==> src/per_cpu_page_free_list_allocator_defines.svh <==
// ----------------------------------------------------------------------------
// Assertion macros for the per-processor page allocator.
// Each macro places one labeled concurrent assertion.
// ----------------------------------------------------------------------------
`ifndef PER_CPU_PAGE_FREE_LIST_ALLOCATOR_DEFINES_SVH
`define PER_CPU_PAGE_FREE_LIST_ALLOCATOR_DEFINES_SVH

// The consequent holds in the same cycle as the antecedent.
`define PCPA_ASSERT_SAME(label, clk, rst_n, ante, cons) \
	label: assert property (@(posedge clk) disable iff (!rst_n) (ante) |-> (cons)) \
		else $error("assertion failed");

// The consequent holds in the cycle after the antecedent.
`define PCPA_ASSERT_NEXT(label, clk, rst_n, ante, cons) \
	label: assert property (@(posedge clk) disable iff (!rst_n) (ante) |=> (cons)) \
		else $error("assertion failed");

`endif

==> src/pcpa_pkg.sv <==
// ----------------------------------------------------------------------------
// pcpa_pkg
// Shared constants, types and helpers of the per-processor page allocator.
// ----------------------------------------------------------------------------
`timescale 1ns / 1ps

package pcpa_pkg;

	localparam int NUM_CPUS  = 8;
	localparam int NUM_PAGES = 32768;

	localparam int ADDR_W     = 40;
	localparam int CPU_W      = 3;
	localparam int IDX_W      = 16;
	localparam int PAGE_SHIFT = 12;
	localparam int PAGE_NUM_W = ADDR_W - PAGE_SHIFT + 1;
	localparam int CPU_IW     = (NUM_CPUS > 1) ? $clog2(NUM_CPUS) : 1;
	localparam int LINK_AW    = $clog2(NUM_PAGES);
	localparam int CFG_IDX_W  = 1;

	localparam logic [IDX_W-1:0] EMPTY_MARK = '1;

	localparam logic [ADDR_W-1:0] LOW_LIMIT_RST = 40'h00_8000_0000;
	localparam logic [ADDR_W-1:0] TOP_LIMIT_RST = 40'h00_8800_0000;

	localparam logic [CFG_IDX_W-1:0] CFG_LOW_LIMIT = 1'b0;
	localparam logic [CFG_IDX_W-1:0] CFG_TOP_LIMIT = 1'b1;

	localparam logic OP_FREE  = 1'b0;
	localparam logic OP_ALLOC = 1'b1;

	localparam logic [1:0] ST_ALLOCATED = 2'd0;
	localparam logic [1:0] ST_FREED     = 2'd1;
	localparam logic [1:0] ST_NO_PAGE   = 2'd2;
	localparam logic [1:0] ST_BAD_FREE  = 2'd3;

	typedef struct packed {
		logic              operation;
		logic [CPU_W-1:0]  cpu;
		logic [ADDR_W-1:0] page_address;
	} req_t;

	typedef struct packed {
		logic [ADDR_W-1:0] result_address;
		logic [1:0]        status;
	} rsp_t;

	typedef struct packed {
		logic [ADDR_W-1:0]     low_limit;
		logic [ADDR_W-1:0]     top_limit;
		logic [PAGE_NUM_W-1:0] base_page;
	} limits_t;

	// Rounds the low limit up to the next page and returns its page number.
	function automatic logic [PAGE_NUM_W-1:0] base_page_of(input logic [ADDR_W-1:0] low);
		logic [PAGE_NUM_W-1:0] pn;
		pn = {1'b0, low[ADDR_W-1:PAGE_SHIFT]};
		return pn + PAGE_NUM_W'(low[PAGE_SHIFT-1:0] != '0);
	endfunction

	// Folds a processor number into the range of processors.
	function automatic logic [CPU_IW-1:0] cpu_wrap(input logic [CPU_W-1:0] c);
		logic [CPU_W:0] v;
		v = {1'b0, c};
		for (int i = 0; i < (1 << CPU_W) - 1; i++) begin
			if (v >= (CPU_W + 1)'(NUM_CPUS)) begin
				v = v - (CPU_W + 1)'(NUM_CPUS);
			end
		end
		return CPU_IW'(v);
	endfunction

endpackage

==> src/pcpa_cfg.sv <==
// ----------------------------------------------------------------------------
// pcpa_cfg
// Limit registers and the derived page base.
// ----------------------------------------------------------------------------
`timescale 1ns / 1ps

module pcpa_cfg (
	input  logic                           clk,
	input  logic                           arst_n,
	input  logic                           cfg_valid,
	output logic                           cfg_ready,
	input  logic [pcpa_pkg::CFG_IDX_W-1:0] cfg_index,
	input  logic [pcpa_pkg::ADDR_W-1:0]    cfg_data,
	output pcpa_pkg::limits_t              limits
);

	pcpa_pkg::limits_t limits_q;

	always_ff @(posedge clk or negedge arst_n) begin
		if (!arst_n) begin
			limits_q.low_limit <= pcpa_pkg::LOW_LIMIT_RST;
			limits_q.top_limit <= pcpa_pkg::TOP_LIMIT_RST;
			limits_q.base_page <= pcpa_pkg::base_page_of(pcpa_pkg::LOW_LIMIT_RST);
		end else if (cfg_valid) begin
			case (cfg_index)
				pcpa_pkg::CFG_LOW_LIMIT: begin
					limits_q.low_limit <= cfg_data;
					limits_q.base_page <= pcpa_pkg::base_page_of(cfg_data);
				end
				pcpa_pkg::CFG_TOP_LIMIT: begin
					limits_q.top_limit <= cfg_data;
				end
				default: begin
				end
			endcase
		end
	end

	assign cfg_ready = 1'b1;
	assign limits    = limits_q;

endmodule
==> config.mk <==
export PLATFORM = sky130hd
export DESIGN_NAME = pcpa_cfg
export DESIGN_NICKNAME = d
export VERILOG_FILES = /design/src/per_cpu_page_free_list_allocator_defines.svh /design/src/pcpa_pkg.sv /design/src/pcpa_cfg.sv
export SDC_FILE = /design/constraint.sdc
export NUM_CORES = 1
export LEC_CHECK = 0
export ABC_CLOCK_PERIOD_IN_PS = 1670
export BUFFER_PORTS_ARGS = -buffer_cell sky130_fd_sc_hd__clkbuf_2
export CORE_MARGIN = 2
export CORE_UTILIZATION = 32
export CTS_CLUSTER_DIAMETER = 120
export DETAILED_ROUTE_END_ITERATION = 10
export PLACE_DENSITY = 0.62
export SETUP_SLACK_MARGIN = 0.1
export SLEW_MARGIN = 0
export SYNTH_ARGS = -nofsm -noshare
export SYNTH_HDL_FRONTEND = slang
export SYNTH_SLANG_ARGS = --single-unit
==> constraint.sdc <==
create_clock -name clk -period 1.67 [get_ports clk]
set_input_delay 0.0835 -clock clk [delete_from_list [all_inputs] [get_ports clk]]
set_output_delay 0.0835 -clock clk [all_outputs]
set_load 0.03 [all_outputs]
# [Word level (Yosys, flattened, before mapping)]
# Index checks and enable logic that the tools add are counted.
[word_totals] register_bits=109 inputBits=44
[op_classes] bitwise=1 add_sub_neg=1 reduce_logical=3
[op_table] cell="$add 28x1->29" count=1
[op_table] cell="$reduce_bool 12->1" count=1
[op_table] cell="$reduce_and 2->1" count=2
[op_table] cell="$not 1->1" count=1

# [Depth between registers and ports, before layout]
[logic_depth] ltp_word=2 depth_mapped=9 mapped_depth_nobuf=8

# [Least setup slack after synthesis]
# OpenSTA, ideal clock, no wires.
[synth_timing] path_type="input port to flip-flop" from="input port cfg_data[4] (netlist name)" to="register limits_q, in the netlist limits[20]" path_stages=9 setup_time_ns=0.132 path_slack_ns=-0.044 required_ns=1.538 t_arrival_ns=1.582 path_cell_list="nor4_1 -> nand3_1 -> ha_1 -> ha_1 -> and4_1 -> clkbuf_1 -> and3_1 -> a31oi_1 -> o211ai_1"
[synth_via] elab_chain_len=2
[synth_rtl] element="start: declaration" line_no="pcpa_cfg.sv:13" text="input logic [pcpa_pkg::ADDR_W-1:0] cfg_data,"
[synth_rtl] element="$reduce_bool 12->1" line_no="pcpa_pkg.sv:58" text="return pn + PAGE_NUM_W'(low[PAGE_SHIFT-1:0] != '0);"
[synth_rtl] element="$add 28x1->29" line_no="pcpa_pkg.sv:58"
[synth_rtl] element="end: declaration" line_no="pcpa_cfg.sv:17" text="pcpa_pkg::limits_t limits_q;"
# Every way passes these cells.
# A chain may end at the register's enable or synchronous reset.

# [Worst setup path after layout]
[layout_timing] from="input port cfg_data[3] (netlist name)" to="register limits_q, in the netlist limits[16]"
# Same word-level chain as after synthesis.

==> impl_metrics.toml <==
[logic_synthesis]
ys_seq_area_share_pct = 58.02
synth_nets = 502
synth_top_area_share_pct = 55.79
synth-edff-count = 0
syn-cell-area_sq_um = 4710
syn-instance-count = 455
synth_seq_cells = 109
yosys.area.top_type = "dfrtp_1"
netlist_top_cells_area = "dfrtp_1, nand2_1, mux2_2, dfstp_2, o21ai_0"
synthFlopType = "dfrtp_1"
synth_area_per_cell_sq_um = 10.35
synthDistinctLibCells = 42
ys_warn_count = 0
synthArstFlopShare_pct = 100.0

[sta]
hold_slack_ns = 0.02085
tns_ns = 0
relSlewSlack_pct = 64.40
maxSlewViolCount = 0
final-setup-viol-count = 0
max_freq_mhz = 683.7
fin_crit_sh_pct = 87.59
tightest_slew_ns = 0.5300
hold_viol_final = 0
fin_crit_ns = 1.463
fin_skew_ns = 0
grt_setup_unrepaired = "no"

[die]
core-area_sq_um = 14480
io_pins = 154
rows = 44
fp.dieH_um = 125.3
die_area_sq_um = 15700
start_util_pct = 32.53
die_w_um = 125.3

[job]
maxCapViolCount = 0

[setup_path]
arrival_ns = 1.70
crit_path_end = "limits[16]"
worstPathMaxFanout = 5
startpoint_type = "input port"
cp-end-kind = "register"
reg2reg_depth = 1
setup.worst_path.class = "in2reg"
regToRegSetupSlack_ns = 0.84
worstSetupStartpoint = "cfg_data[3]"
worstPathRequired_ns = 1.91
r2r_start = "limits[16]"
reg2reg_to = "limits[16]"

[pwr]
p_per_area_nw_per_um2 = 1153
power.leakage_nw = 3.306
vdd_drop_max_uv = 598.4

[cts]
cts_root_buf = "clkbuf_16"
post_cts_buffers = 0
clock-sinks = 109
cts_tree = "done"
cts.clk_slew.worst_paths_ns = 0.07
clock_latency_ns = 0.35
ctsLongestPathBuffers = 2
cts_htree_levels = 3
cts_made_buffers = 9

[detailed_routing]
drtPass1Iterations = 4
drcViolationCount = 0
ant_nets = 0
drt-total-wl_um = 13400
via_per_inst = 4.907
drt_iter0_markers = 174
route.detailed.wl_per_inst_um = 15.95
vias = 4122

[place]
gp_congestion = 0.7684
placed_area_sq_um = 6052
hpwl_um = 9989
port_buffers = 152

[min_path]
hold_path_class = "in2reg"
hold_depth = 2

[global_route]
grt_pass1_vias = 4075
antenna_found_initial = 0
overflow = 0
grt_usage_pct = 17.47
grt_pass1_wl_um = 21770
grt_max_degree = 48

[cells_and_area]
stdcell_area_sq_um = 6566
area_growth_pct = 39.43
layout_common_cells = "clkbuf_2, nand2_1, dfrtp_1"
fin_nets = 698
drive_gt1_share_pct = 41.46
largest_reg_flops = 109
antenna_cells = 0
mostFrequentLayoutCell = "clkbuf_2"

[run_status]
status = "finished, final reports clean"
[synth_stat cells (2+ instances only)]
cell        n
or4_1       4
a31oi_1     7
nand4_1    10
a21oi_1     3
nor4_1      5
clkbuf_1   18
xor2_1      8
and3_1     11
and2_1      2
o211ai_1    2
dfrtp_1   105
a31o_2      2
o21ai_0    18
nand3b_1    4
inv_1       2
o31ai_1     2
nand3_1    14
ha_1        3
a211o_1     3
nand2_1   144
and4_1      8
dfstp_2     4
buf_1       6
nor2_1     11
buf_2       2
mux2_2     38
xnor2_1     4
[per-layer routing]
metal  up-vias  part of all wire [%]  track usage (%)
met3        11                   7.5            5.563
li1       1950                     -                -
met2       143                    47            27.91
met5         -                     0                0
met4         0                   1.1            4.248
met1      2018                    44            23.26
[cell type report]
cell class | count | area, sq um
fill | 1390 | 7913
clock buffer | 10 | 239.0
inverter | 2 | 7.507
timing repair buffer | 212 | 1286
multi-input combinational | 317 | 1961
tap | 184 | 230.2
sequential | 109 | 2733
clock inverter | 6 | 110.1
[stage by stage]
step                total power, mW  worst slack, ns  instances  util [%]
floorplan                     4.368          0.06278        455         -
global placement              5.085          -0.2500        810     41.80
detailed placement            5.128          -0.2998        810     41.80
CTS                           7.657           0.1092        840     45.18
global route                  7.917           0.1061        840     45.35
finish                        7.570           0.2073        840     45.35
[cell families (layout without fill, tap and decap cells)]
| kind of cell | count (synthesis) | after routing | synth area share [%] |
|---|---|---|---|
| and+or+nand+nor | 221 | 221 | 21.79 |
| DFF | 109 | 109 | 58.02 |
| adders and majority gates | 3 | 3 | 0.7971 |
| other | 1 | 1 | 0.07963 |
| buffers and inverters | 29 | 230 | 2.444 |
| muxes | 38 | 38 | 9.086 |
| xor gates and xnor gates | 12 | 12 | 2.232 |
| AOI/OAI and AO/OA | 42 | 42 | 5.553 |
[where the power goes]
part | switching [mW] | total, mW | internal (mW)
registers | 0.200 | 3.20 | 3.00
clock network | 0.979 | 2.48 | 1.50
logic | 1.29 | 1.89 | 0.596
total | 2.47 | 7.57 | 5.10
[how the worst min path moves through the flow]
stage                     slack (ns)          to        start
final                           0.02  limits[33]  cfg_data[4]
after global routing            0.02  limits[38]  cfg_data[9]
after CTS                       0.01  limits[33]  cfg_data[4]
after detailed placement        0.03  limits[85]       arst_n
after global placement          0.03  limits[85]       arst_n
after floorplan                -0.21   limits[0]       arst_n
[what timing repair did]
action	4_1_cts	5_1_grt
endpoints found under the setup margin	0	10
hold buffers	14	0
endpoints found under the hold margin	34	0
resized for setup	0	4
[critical path, stage by stage]
cell	delay, ns
clkbuf_2	0.12
nor4_4	0.32
nand3_2	0.17
ha_4	0.22
ha_4	0.15
and4_2	0.22
nand4_1	0.12
nor3_1	0.05
a221o_1	0.26
No activity file was read; power rests on OpenSTA's default activity.
